### src/asfp_pkg.sv
// Shared types, character codes and token tables for the ASCII status frame parser.
`timescale 1ns / 1ps

package asfp_pkg;

	localparam int unsigned MAX_FRAME_LEN_DEF = 127;
	localparam int unsigned PREFIX_LEN_DEF    = 12;

	// Number of leading frame characters the decoder looks at ('$' plus eleven)
	localparam int unsigned VIEW_LEN  = 12;
	// Longest token after '$' (the flip start command)
	localparam int unsigned TOK_CHARS = 11;

	localparam logic [7:0] CH_DOLLAR = 8'h24;
	localparam logic [7:0] CH_BANG   = 8'h21;
	localparam logic [7:0] CH_COMMA  = 8'h2C;
	localparam logic [7:0] CH_ZERO   = 8'h30;
	localparam logic [7:0] CH_ONE    = 8'h31;
	localparam logic [7:0] CH_NINE   = 8'h39;
	localparam logic [7:0] CH_IDLE   = 8'h49; // 'I'
	localparam logic [7:0] CH_FLIP   = 8'h46; // 'F'
	localparam logic [7:0] CH_BAD    = 8'h42; // 'B'

	typedef logic [VIEW_LEN-1:0][7:0]  view_t;
	typedef logic [8*TOK_CHARS-1:0]    tok_t;

	// Tokens left-aligned, first character in the top byte
	localparam tok_t TOK_OK     = {"OK!", 64'h0};
	localparam tok_t TOK_BUSY   = {"BUSY!", 48'h0};
	localparam tok_t TOK_PONG   = {"PONG!", 48'h0};
	localparam tok_t TOK_FLIP   = {"FLIP", "_START!"};
	localparam tok_t TOK_BAD    = {"BAD", "_START!", 8'h0};
	localparam tok_t TOK_STOP   = {"STOPPED!", 24'h0};
	localparam tok_t TOK_DONE   = {"DONE!", 48'h0};
	localparam tok_t TOK_SENSOR = {"SENSOR:", 32'h0};
	localparam tok_t TOK_STATUS = {"STATUS:", 32'h0};

	localparam logic [3:0] LEN_OK     = 4'd3;
	localparam logic [3:0] LEN_BUSY   = 4'd5;
	localparam logic [3:0] LEN_PONG   = 4'd5;
	localparam logic [3:0] LEN_FLIP   = 4'd11;
	localparam logic [3:0] LEN_BAD    = 4'd10;
	localparam logic [3:0] LEN_STOP   = 4'd8;
	localparam logic [3:0] LEN_DONE   = 4'd5;
	localparam logic [3:0] LEN_REPORT = 4'd7;

	typedef enum logic [3:0] {
		RC_NONE   = 4'd0,
		RC_OK     = 4'd1,
		RC_BUSY   = 4'd2,
		RC_PONG   = 4'd3,
		RC_FLIP   = 4'd4,
		RC_BAD    = 4'd5,
		RC_STOP   = 4'd6,
		RC_DONE   = 4'd7,
		RC_SENSOR = 4'd8,
		RC_STATUS = 4'd9
	} resp_t;

	typedef struct packed {
		logic       sensor;
		logic       busy;
		logic [3:0] step;
		logic [7:0] seq_char;
	} cache_t;

	typedef struct packed {
		logic done;
		logic drop;
	} frame_evt_t;

	// True when the characters after '$' equal the first n characters of the token
	function automatic logic tok_match(view_t v, tok_t t, logic [3:0] n);
		logic ok;
		ok = 1'b1;
		for (int i = 0; i < TOK_CHARS; i++) begin
			if (i < int'(n) && v[i+1] != t[8*(TOK_CHARS-1-i) +: 8])
				ok = 1'b0;
		end
		return ok;
	endfunction

endpackage

### src/asfp_frame.sv
// Frame assembly: length count, stored prefix characters and the merged character view.
`timescale 1ns / 1ps

module asfp_frame
	import asfp_pkg::*;
#(
	parameter int unsigned MAX_FRAME_LEN = MAX_FRAME_LEN_DEF,
	parameter int unsigned PREFIX_LEN    = PREFIX_LEN_DEF
) (
	input  logic       clk,
	input  logic       arst_n,
	input  logic       en,
	input  logic [7:0] rx_byte,
	output view_t      view,
	output frame_evt_t evt
);

	localparam int unsigned LEN_W = $clog2(MAX_FRAME_LEN + 1);
	localparam int unsigned IDX_W = $clog2(PREFIX_LEN);

	logic [LEN_W-1:0] len_q;
	logic [7:0]       prefix_q [PREFIX_LEN];

	logic in_frame;
	logic room;
	logic store;

	assign in_frame = (len_q != '0) || (rx_byte == CH_DOLLAR);
	assign room     = (len_q != LEN_W'(MAX_FRAME_LEN));
	assign store    = in_frame && room;

	assign evt.done = store && (rx_byte == CH_BANG);
	assign evt.drop = in_frame && !room;

	always_ff @(posedge clk or negedge arst_n) begin
		if (!arst_n) begin
			len_q <= '0;
		end else if (en) begin
			if (evt.done || evt.drop)
				len_q <= '0;
			else if (store)
				len_q <= len_q + LEN_W'(1);
		end
	end

	// Entries at or past the length count are treated as empty, so no clear is needed
	always_ff @(posedge clk) begin
		if (en && store && (32'(len_q) < PREFIX_LEN))
			prefix_q[len_q[IDX_W-1:0]] <= rx_byte;
	end

	// Frame contents as they stand once this byte is stored
	always_comb begin
		for (int i = 0; i < VIEW_LEN; i++) begin
			if (32'(len_q) > i)
				view[i] = prefix_q[i];
			else if (32'(len_q) == i)
				view[i] = rx_byte;
			else
				view[i] = 8'h00;
		end
	end

endmodule

### src/asfp_decode.sv
// Token matcher and cached status update for a completed frame.
`timescale 1ns / 1ps

module asfp_decode
	import asfp_pkg::*;
(
	input  view_t  view,
	input  cache_t cur,
	output resp_t  code,
	output cache_t nxt
);

	logic [7:0] digit;

	assign digit = view[10];

	always_comb begin
		code = RC_NONE;
		nxt  = cur;
		if (view[0] != CH_DOLLAR) begin
			code = RC_NONE;
		end else if (tok_match(view, TOK_OK, LEN_OK)) begin
			code = RC_OK;
		end else if (tok_match(view, TOK_BUSY, LEN_BUSY)) begin
			code = RC_BUSY;
		end else if (tok_match(view, TOK_PONG, LEN_PONG)) begin
			code = RC_PONG;
		end else if (tok_match(view, TOK_FLIP, LEN_FLIP)) begin
			code         = RC_FLIP;
			nxt.busy     = 1'b1;
			nxt.seq_char = CH_FLIP;
			nxt.step     = 4'd1;
		end else if (tok_match(view, TOK_BAD, LEN_BAD)) begin
			code         = RC_BAD;
			nxt.busy     = 1'b1;
			nxt.seq_char = CH_BAD;
			nxt.step     = 4'd1;
		end else if (tok_match(view, TOK_STOP, LEN_STOP)) begin
			code         = RC_STOP;
			nxt.busy     = 1'b0;
			nxt.seq_char = CH_IDLE;
			nxt.step     = 4'd0;
		end else if (tok_match(view, TOK_DONE, LEN_DONE)) begin
			code         = RC_DONE;
			nxt.busy     = 1'b0;
			nxt.seq_char = CH_IDLE;
			nxt.step     = 4'd0;
		end else if (tok_match(view, TOK_SENSOR, LEN_REPORT)) begin
			code       = RC_SENSOR;
			nxt.sensor = (view[8] == CH_ONE);
		end else if (tok_match(view, TOK_STATUS, LEN_REPORT)) begin
			code         = RC_STATUS;
			nxt.seq_char = view[8];
			if (view[9] == CH_COMMA && digit >= CH_ZERO && digit <= CH_NINE)
				nxt.step = 4'(digit - CH_ZERO);
			if (view[8] == CH_IDLE) begin
				nxt.busy = 1'b0;
				nxt.step = 4'd0;
			end else begin
				nxt.busy = 1'b1;
			end
		end
	end

endmodule

### src/ascii_status_frame_parser.sv
// Top level of the ASCII status frame parser: input register, frame state and result register.
`timescale 1ns / 1ps

// ASCII status frame parser. Takes one received UART character per transfer
// and returns exactly one result transfer per character. Outside a frame every
// character other than '$' is ignored; '$' opens a frame that runs to '!'.
// On '!' the frame is matched against OK, BUSY, PONG, the flip and bad start
// commands, STOPPED, DONE, SENSOR:x and STATUS:c,d, the cached
// sensor/busy/step/type state is updated and response_code reports the match
// (0 if none). A frame that already holds MAX_FRAME_LEN characters is dropped
// on the next character, which sets overflow_drop. The cached fields on every
// result show the state after that character. Rate: one character per clock,
// sustained while out_stall does not hold a full result register; each character
// passes the input register, then frame logic and token compare into the result
// register.
// Both registers hold under out_stall, so in_stall rises only when the
// result register is full and stalled. No start-up pass after reset.

module ascii_status_frame_parser
	import asfp_pkg::*;
#(
	parameter int unsigned MAX_FRAME_LEN = MAX_FRAME_LEN_DEF,
	parameter int unsigned PREFIX_LEN    = PREFIX_LEN_DEF
) (
	input  logic       clk,
	input  logic       arst_n,

	input  logic       in_valid,
	output logic       in_stall,
	input  logic [7:0] rx_byte,

	output logic       out_valid,
	input  logic       out_stall,
	output logic       frame_done,
	output logic [3:0] response_code,
	output logic       overflow_drop,
	output logic       sensor_present,
	output logic       sequence_busy,
	output logic [3:0] sequence_step,
	output logic [7:0] sequence_char
);

	// Input register
	logic       valid_s1;
	logic [7:0] byte_s1;

	// Cached status and result register
	cache_t     cache_q;
	logic       out_valid_q;
	logic       done_q;
	resp_t      code_q;
	logic       drop_q;
	cache_t     res_cache_q;

	logic       adv;      // result register free or being emptied
	logic       en;       // a character is processed this cycle
	view_t      view;
	frame_evt_t evt;
	resp_t      dec_code;
	cache_t     dec_nxt;
	cache_t     cache_nxt;

	assign adv      = !out_valid_q || !out_stall;
	assign en       = valid_s1 && adv;
	assign in_stall = valid_s1 && !adv;

	always_ff @(posedge clk or negedge arst_n) begin
		if (!arst_n) begin
			valid_s1 <= 1'b0;
		end else if (!valid_s1 || adv) begin
			valid_s1 <= in_valid;
		end
	end

	always_ff @(posedge clk) begin
		if (in_valid && !in_stall)
			byte_s1 <= rx_byte;
	end

	asfp_frame #(
		.MAX_FRAME_LEN(MAX_FRAME_LEN),
		.PREFIX_LEN   (PREFIX_LEN)
	) u_frame (
		.clk    (clk),
		.arst_n (arst_n),
		.en     (en),
		.rx_byte(byte_s1),
		.view   (view),
		.evt    (evt)
	);

	asfp_decode u_decode (
		.view(view),
		.cur (cache_q),
		.code(dec_code),
		.nxt (dec_nxt)
	);

	// Cached state only moves on a completed frame
	assign cache_nxt = evt.done ? dec_nxt : cache_q;

	always_ff @(posedge clk or negedge arst_n) begin
		if (!arst_n) begin
			cache_q <= '{sensor: 1'b0, busy: 1'b0, step: 4'd0, seq_char: CH_IDLE};
		end else if (en) begin
			cache_q <= cache_nxt;
		end
	end

	always_ff @(posedge clk or negedge arst_n) begin
		if (!arst_n) begin
			out_valid_q <= 1'b0;
		end else if (adv) begin
			out_valid_q <= valid_s1;
		end
	end

	always_ff @(posedge clk) begin
		if (en) begin
			done_q      <= evt.done;
			code_q      <= evt.done ? dec_code : RC_NONE;
			drop_q      <= evt.drop;
			res_cache_q <= cache_nxt;
		end
	end

	assign out_valid      = out_valid_q;
	assign frame_done     = done_q;
	assign response_code  = code_q;
	assign overflow_drop  = drop_q;
	assign sensor_present = res_cache_q.sensor;
	assign sequence_busy  = res_cache_q.busy;
	assign sequence_step  = res_cache_q.step;
	assign sequence_char  = res_cache_q.seq_char;

`ifndef NO_ASSERTIONS
	// A character cannot both close a frame and overflow it
	a_done_drop_excl: assert property (@(posedge clk) disable iff (!arst_n)
		out_valid |-> !(frame_done && overflow_drop))
		else $error("frame_done and overflow_drop both set");

	// A response code only comes with a closed frame
	a_code_needs_done: assert property (@(posedge clk) disable iff (!arst_n)
		(out_valid && response_code != RC_NONE) |-> frame_done)
		else $error("response code without frame_done");

	// Idle sequence never carries a step number
	a_idle_step_zero: assert property (@(posedge clk) disable iff (!arst_n)
		!cache_q.busy |-> cache_q.step == 4'd0)
		else $error("step set while not busy");

	// Busy flag and idle type character agree
	a_idle_char: assert property (@(posedge clk) disable iff (!arst_n)
		cache_q.busy != (cache_q.seq_char == CH_IDLE))
		else $error("busy flag disagrees with sequence character");

	// Input register never advances while its character is held back
	a_hold_s1: assert property (@(posedge clk) disable iff (!arst_n)
		in_stall |=> valid_s1 && $stable(byte_s1))
		else $error("input register lost a held character");
`endif

endmodule
### config.mk
export PLATFORM = sky130hd
export DESIGN_NAME = ascii_status_frame_parser
export DESIGN_NICKNAME = d
export VERILOG_FILES = /design/src/asfp_pkg.sv /design/src/asfp_frame.sv /design/src/asfp_decode.sv /design/src/ascii_status_frame_parser.sv
export SDC_FILE = /design/constraint.sdc
export NUM_CORES = 1
export LEC_CHECK = 0
export CAP_MARGIN = 20
export CORE_MARGIN = 2
export CORE_UTILIZATION = 45
export DETAILED_ROUTE_END_ITERATION = 10
export DONT_BUFFER_PORTS = 1
export GPL_TIMING_DRIVEN = 0
export PLACE_DENSITY = 0.74
export SETUP_SLACK_MARGIN = 0.1
export SLEW_MARGIN = 40
export SYNTH_ARGS = -nofsm -noshare
export SYNTH_HDL_FRONTEND = slang
export SYNTH_SLANG_ARGS = --single-unit
### constraint.sdc
create_clock -name clk -period 3.8 [get_ports clk]
set_input_delay 0.38 -clock clk [delete_from_list [all_inputs] [get_ports clk]]
set_output_delay 0.38 -clock clk [all_outputs]
set_load 0.1 [all_outputs]
==> results.json, run 1 <==
{
  "cp_num_buf_inv": 5,
  "fmax_ghz": 0.268,
  "cts.sinks": 147,
  "drive_gt1_share_pct": 32.4,
  "clkPwrFrac_pct": 21.9,
  "final_cells": 1165,
  "p_seq_share_pct": 26.7,
  "pin_count": 34,
  "path_clk_slew_ps": 70,
  "layout.nets": 934,
  "die_h_microns": 141,
  "p_leak_nw": 3.85,
  "rsz0062_at_grt": "yes",
  "path_delay_family": "compound AO/OA/AOI/OAI gates",
  "synth_warnings": 0,
  "arrival_ps": 3910,
  "synthArstFlopShare_pct": 15.6,
  "clock_path_buffers": 2,
  "start_util_pct": 45.7,
  "hold_viol_final": 0,
  "grt_pass1_vias": 7642,
  "drc": 0,
  "synth_cells": 814,
  "detail-route-antenna-nets": 0,
  "crit_top_cell": "buf_6",
  "htree_levels": 4,
  "status": "finished, final reports clean",
  "vias": 8097,
  "finalClockSkew_ps": 9.56,
  "p_total_mw": 7.60,
  "cts_inserted_buffers": 17,
  "cap_violations": 0,
  "fp.dieW_microns": 141,
  "relSlewSlack_pct": 39.3,
  "synth.avg_cell_area_sq_um": 10.4,
  "fin_crit_sh_pct": 98.1,
  "grt_usage_pct": 33.3,
  "setup_violations": 0,
  "worstSkewPairLatency_ps": 440,
  "area_growth_pct": 30.7,
  "finalMaxSlewViolations": 0,
  "hp-class": "in2reg",
  "grt_overflow": 0,
  "coreArea_sq_um": 18600,
  "dp_hpwl_microns": 22700,
  "start_kind": "flip-flop",
  "syn-cell-area_sq_um": 8490,
  "drt-total-wl_microns": 33300,
  "power.density_nw_per_um2": 685,
  "synth_seq_area_share_pct": 50.7,
  "synth.distinct_cells": 97,
  "tightest_slew_ps": 912,
  "antenna_found_initial": 0,
  "io_buffer_count": 0,
  "grt_pass1_wl_microns": 48500,
  "crit_type": "reg2reg",
  "synth-seq-cells": 147,
  "cp_slowest_cell": "or4_4",
  "worstPathCellList": "buf_6, buf_12, clkinv_8, ha_4, nor4b_4, buf_4, a22oi_2, a32oi_2, or4_4, a2111oi_4, a21oi_2, or3b_4, buf_6, nor2_4, mux2_4",
  "drt_iter0_drc": 1240,
  "cp.required_ps": 3980,
  "grt_max_degree": 26,
  "synth_edf_count": 124,
  "p_comb_share_pct": 51.4,
  "cpPeakStageDelay_ps": 580,
  "cts-root-buf": "clkbuf_16",
  "first_pass_iters": 6,
  "p_switching_mw": 3.39,
  "cts_tree": "done",
  "dp_cells": 1055,
  "worstSetupEndpointType": "flip-flop",
  "rows": 50,
  "place_congestion": 1.02,
  "p_int_mw": 4.21,
  "syn_nets": 830,
  "post_drt_wl_per_cell_microns": 28.6,
  "synth_ff_type": "edfxtp_1",
  "via_per_inst": 6.95,
  "antenna_cells": 0,
  "cp_max_fo": 6,
  "die_area_sq_um": 20000,
  "final.setup.tns_ps": 0,
  "final.min_clock_period_ps": 3730,
  "reg2reg_slack_ps": 70,
  "vdd_drop_max_v": 0.000414,
  "fin_hold_ws_ps": 36.2,
  "switching_share_pct": 44.6
}
[power groups by stage]
| stage | sequential [mW] | combinational, mW | clock (mW) |
|---|---|---|---|
| final | 2.03 | 3.91 | 1.66 |
| after global routing | 2.03 | 4.02 | 1.73 |
| after CTS | 2.02 | 3.18 | 1.67 |
| after detailed placement | 2.08 | 2.72 | 0 |
| after global placement | 2.10 | 2.67 | 0 |
| after floorplan | 2.06 | 1.81 | 0 |
[sequential cells by signal, indices dropped and copies added, names as in the netlist]
signal and cells:
frame_done 1, byte_s1 8, response_code 4, valid_s1 1
sequence_char 8, overflow_drop 1, u_frame.len_q 7, out_valid 1
u_frame.prefix_q 96, cache_q 14, sequence_busy 1, sensor_present 1
sequence_step 4
[stage by stage]
stage                     worst slack (ps)  util, %  instance area (sq um)
after global routing                 -5.42     59.7                  11100
after global placement                -716     47.3                   8790
after floorplan                        137        -                   8490
final                                 70.8     59.7                  11100
after CTS                              101     55.6                  10300
after detailed placement              -816     48.3                   8980
[metal layers]
layer	part of all wire (%)	global-route usage [%]	up-vias
li1	-	-	3407
met1	39	43.4	3932
met2	45	51.4	607
met3	10	8.37	151
met4	5.8	17.8	0
met5	0	0	-
[cells by family (layout without fill, tap and decap cells)]
| kind of cell | Yosys count | in the layout | synth area share (%) |
|---|---|---|---|
| compound gates | 211 | 212 | 18.3 |
| xor+xnor | 1 | 1 | 0.103 |
| fa+ha+maj | 4 | 4 | 0.589 |
| buf+inv | 68 | 184 | 3.68 |
| flops | 147 | 147 | 50.7 |
| mux | 11 | 11 | 1.43 |
| simple gates | 372 | 372 | 25.3 |
[final timing paths]
path / cells after the start / start / to
max: 15 / u_frame.len_q[1] / sensor_present
min: 0 / rx_byte[2] / byte_s1[2]
max reg2reg: 15 / u_frame.len_q[1] / sensor_present
min reg2reg: 1 / valid_s1 / out_valid
max in group asynchronous: 2 / arst_n / cache_q[6]
min in group asynchronous: 2 / arst_n / valid_s1
[Yosys cell counts, types with 15 or more instances]
master / instances / area share, %
nand3_1: 38 / 2.2
nand2_1: 77 / 3.4
nand4_1: 31 / 2.3
a22oi_1: 15 / 1.3
nor2b_1: 17 / 1.3
dfrtp_1: 20 / 5.9
o21ai_0: 43 / 2.5
nor4_1: 18 / 1.3
nor2_1: 63 / 2.8
inv_1: 22 / 0.97
clkbuf_1: 22 / 0.97
nor3_1: 18 / 1.1
a21oi_1: 24 / 1.4
edfxtp_1: 124 / 44
buf_2: 16 / 0.94
[cell usage in the layout (no fill, tap or decap), types with 7 or more instances in the layout]
| cell type | n |
|---|---|
| a21oi_1 | 19 |
| a22oi_1 | 11 |
| a31oi_1 | 9 |
| and2_1 | 7 |
| and3_1 | 11 |
| buf_4 | 78 |
| buf_6 | 13 |
| clkbuf_1 | 7 |
| clkbuf_16 | 17 |
| clkbuf_2 | 12 |
| dfrtp_1 | 17 |
| edfxtp_1 | 124 |
| inv_1 | 20 |
| mux2_2 | 7 |
| nand2_1 | 71 |
| nand2b_1 | 11 |
| nand3_1 | 35 |
| nand3b_1 | 7 |
| nand4_1 | 31 |
| nand4b_1 | 8 |
| nor2_1 | 56 |
| nor2b_1 | 15 |
| nor3_1 | 11 |
| nor4_1 | 10 |
| nor4_4 | 7 |
| o211ai_1 | 7 |
| o21ai_0 | 33 |
| o21ai_1 | 9 |
[final cells by class]
| cell class | count | area (sq um) |
|---|---|---|
| inverter | 22 | 95.1 |
| tap | 234 | 293 |
| timing repair buffer | 85 | 797 |
| fill | 1495 | 7490 |
| buffer | 45 | 329 |
| sequential | 147 | 4310 |
| multi-input combinational | 600 | 4710 |
| clock buffer | 18 | 429 |
| clock inverter | 14 | 138 |
[worst register-to-register path, cell delays in order, from the launching register on]
cell and delay, ps:
dfrtp_2 390, buf_6 130, buf_12 120, clkinv_8 50, ha_4 160, nor4b_4 150, buf_4 150, a22oi_2 370
a32oi_2 220, or4_4 580, a2111oi_4 300, a21oi_2 140, or3b_4 260, buf_6 130, nor2_4 40, mux2_4 290
[repair_timing]
| action | in CTS | in global routing |
|---|---|---|
| hold buffers | 2 | 0 |
| gates resized for setup | 102 | 108 |
| endpoints found under the hold margin | 23 | 0 |
| gates cloned | 1 | 0 |
| buffers inserted | 39 | 37 |
| pin swaps | 22 | 44 |
| endpoints found under the setup margin | 56 | 31 |
Note: power is estimated with default switching activity, not from simulation.
==> inputs of run 2 (changes only) <==
==> constraint.sdc (replaced) <==
create_clock -name clk -period 3.8 [get_ports clk]
set_input_delay 1.14 -clock clk [delete_from_list [all_inputs] [get_ports clk]]
set_output_delay 1.14 -clock clk [all_outputs]
set_load 0.1 [all_outputs]
==> run 2 against run 1 <==
Compared with the run above: critical path depth is 1 higher; maximum frequency is 0.64% lower; die area stayed put; clock skew is 1.1 ps lower; count of clock-buffer cells in the layout stayed put; global-route usage is 0.087 points lower; core utilization is 0.50 points lower; largest cell class unchanged.
==> results.json, run 2 (synthesis results as in run 1) <==
{
  "worstSkewPairLatency_ps": 440,
  "grt_pass1_wl_microns": 48300,
  "fmax_ghz": 0.266,
  "coreArea_sq_um": 18600,
  "reg2reg_slack_ps": 50,
  "finalMaxSlewViolations": 0,
  "startpoint": "u_frame.len_q[1]",
  "power.density_nw_per_um2": 688,
  "cts-root-buf": "clkbuf_16",
  "worstSetupEndpointType": "flip-flop",
  "crit_end": "sequence_step[3]",
  "detail-route-antenna-nets": 0,
  "clock_path_buffers": 2,
  "rows": 50,
  "relSlewSlack_pct": 39.3,
  "start_kind": "flip-flop",
  "p_leak_nw": 3.83,
  "tightest_slew_ps": 913,
  "fin_hold_ws_ps": 389,
  "area_growth_pct": 29.6,
  "vdd_drop_max_v": 0.000405,
  "cp_num_buf_inv": 7,
  "start_util_pct": 45.7,
  "setup_violations": 0,
  "final_common_cell": "edfxtp_1",
  "setup_ws_ps": 46.7,
  "hold_viol_final": 0,
  "cap_violations": 0,
  "largest_reg_flops": 96,
  "fp.dieW_microns": 141,
  "status": "finished, final reports clean",
  "crit_top_cell": "buf_4",
  "dp_hpwl_microns": 22700,
  "antenna_cells": 0,
  "path_delay_family": "compound AO/OA/AOI/OAI gates",
  "mostFrequentLayoutCells": "edfxtp_1, buf_4, nand2_1, nor2_1, nand3_1",
  "drt-total-wl_microns": 33300,
  "place_congestion": 1.02,
  "worst-path-stages": 16,
  "grt_max_degree": 26,
  "fin_crit_sh_pct": 98.8,
  "io_buffer_count": 0,
  "finalClockSkew_ps": 8.42,
  "dp_cells": 1055,
  "hp-class": "in2async",
  "drc": 0,
  "final.min_clock_period_ps": 3750,
  "antenna_found_initial": 0,
  "arrival_ps": 3940,
  "drt_iter0_drc": 1231,
  "ff2ff_path_depth": 16,
  "cp_slowest_cell": "o32a_4",
  "via_per_inst": 6.96,
  "grt_usage_pct": 33.2,
  "grt_overflow": 0,
  "cp_max_fo": 7,
  "first_pass_iters": 6,
  "cp.required_ps": 3980,
  "path_clk_slew_ps": 70,
  "vias": 8089,
  "layout.nets": 931,
  "grt_pass1_vias": 7636,
  "post_drt_wl_per_cell_microns": 28.6,
  "pin_count": 34,
  "die_h_microns": 141,
  "final_cells": 1162,
  "htree_levels": 4,
  "crit_type": "reg2reg",
  "cts.sinks": 147,
  "cpPeakStageDelay_ps": 470,
  "place_worst_setup_slack_ps": -816,
  "worstPathCellList": "buf_6, buf_8, inv_4, ha_4, nor4b_4, buf_4, buf_4, a22oi_2, a32oi_2, buf_4, nor4_4, nand4_1, o32a_4, buf_4, a21oi_4, nor2_1",
  "cts_inserted_buffers": 17,
  "die_area_sq_um": 20000,
  "drive_gt1_share_pct": 32.3,
  "r2r-start": "u_frame.len_q[1]",
  "r2r-end": "sequence_step[3]",
  "cts_tree": "done",
  "rsz0062_at_grt": "yes",
  "p_total_mw": 7.57
}
## run 2: changes by cell type in the layout (fill, tap and decap cells not counted), moves of 2 or more
cell	change
buf_12	-4
a21oi_2	-3
a21oi_1	+2
a31o_2	+2
a31o_4	-2
buf_4	+2
mux2_4	-2
o21ai_2	+2
o21ai_4	-2
## run 2: final cells by class
| type | count | area, sq um |
|---|---|---|
| Multi-Input combinational cell | 600 | 4700 |
| Inverter | 22 | 85.1 |
| Clock inverter | 14 | 138 |
| Tap cell | 234 | 293 |
| Clock buffer | 18 | 429 |
| Buffer | 45 | 320 |
| Fill cell | 1521 | 7580 |
| Sequential cell | 147 | 4310 |
| Timing Repair Buffer | 82 | 734 |
## run 2: how the worst min path moves through the flow
stage	to	slack [ps]	cells after the start
floorplan	cache_q[11]	440	2
global placement	cache_q[11]	460	2
detailed placement	cache_q[11]	470	2
CTS	out_valid	380	0
global route	out_valid	380	0
finish	out_valid	390	0
## run 2: timing repair
action | CTS | global route
setup endpoints to repair | 56 | 31
pin swaps | 22 | 46
endpoints found under the hold margin | 0 | 0
setup buffers | 39 | 36
hold buffers | 0 | 0
gates cloned | 1 | 0
gates resized for setup | 102 | 102
## run 2: through the flow
step	cell area [sq um]	utilization, %	setup TNS, ps
2_1_floorplan	8490	-	0
3_3_place_gp	8790	47.3	-38300
3_5_place_dp	8980	48.3	-19430
4_1_cts	10300	55.4	0
5_1_grt	11000	59.2	-154
6_report	11000	59.2	0
## run 2: report_power, final
| part | internal [mW] | total [mW] | leakage, nW | switching [mW] |
|---|---|---|---|---|
| Clock | 0.960 | 1.67 | 0.265 | 0.706 |
| Combinational | 1.34 | 3.87 | 2.15 | 2.53 |
| Sequential | 1.89 | 2.03 | 1.41 | 0.139 |
## run 2: metal layers
layer / wire (microns) / vias to the layer above / track usage [%]
met3: 3350 / 138 / 8.37
met2: 15000 / 621 / 51.3
met1: 13000 / 3926 / 43.2
met4: 1920 / 0 / 17.8
li1: - / 3404 / -
met5: 0 / - / 0
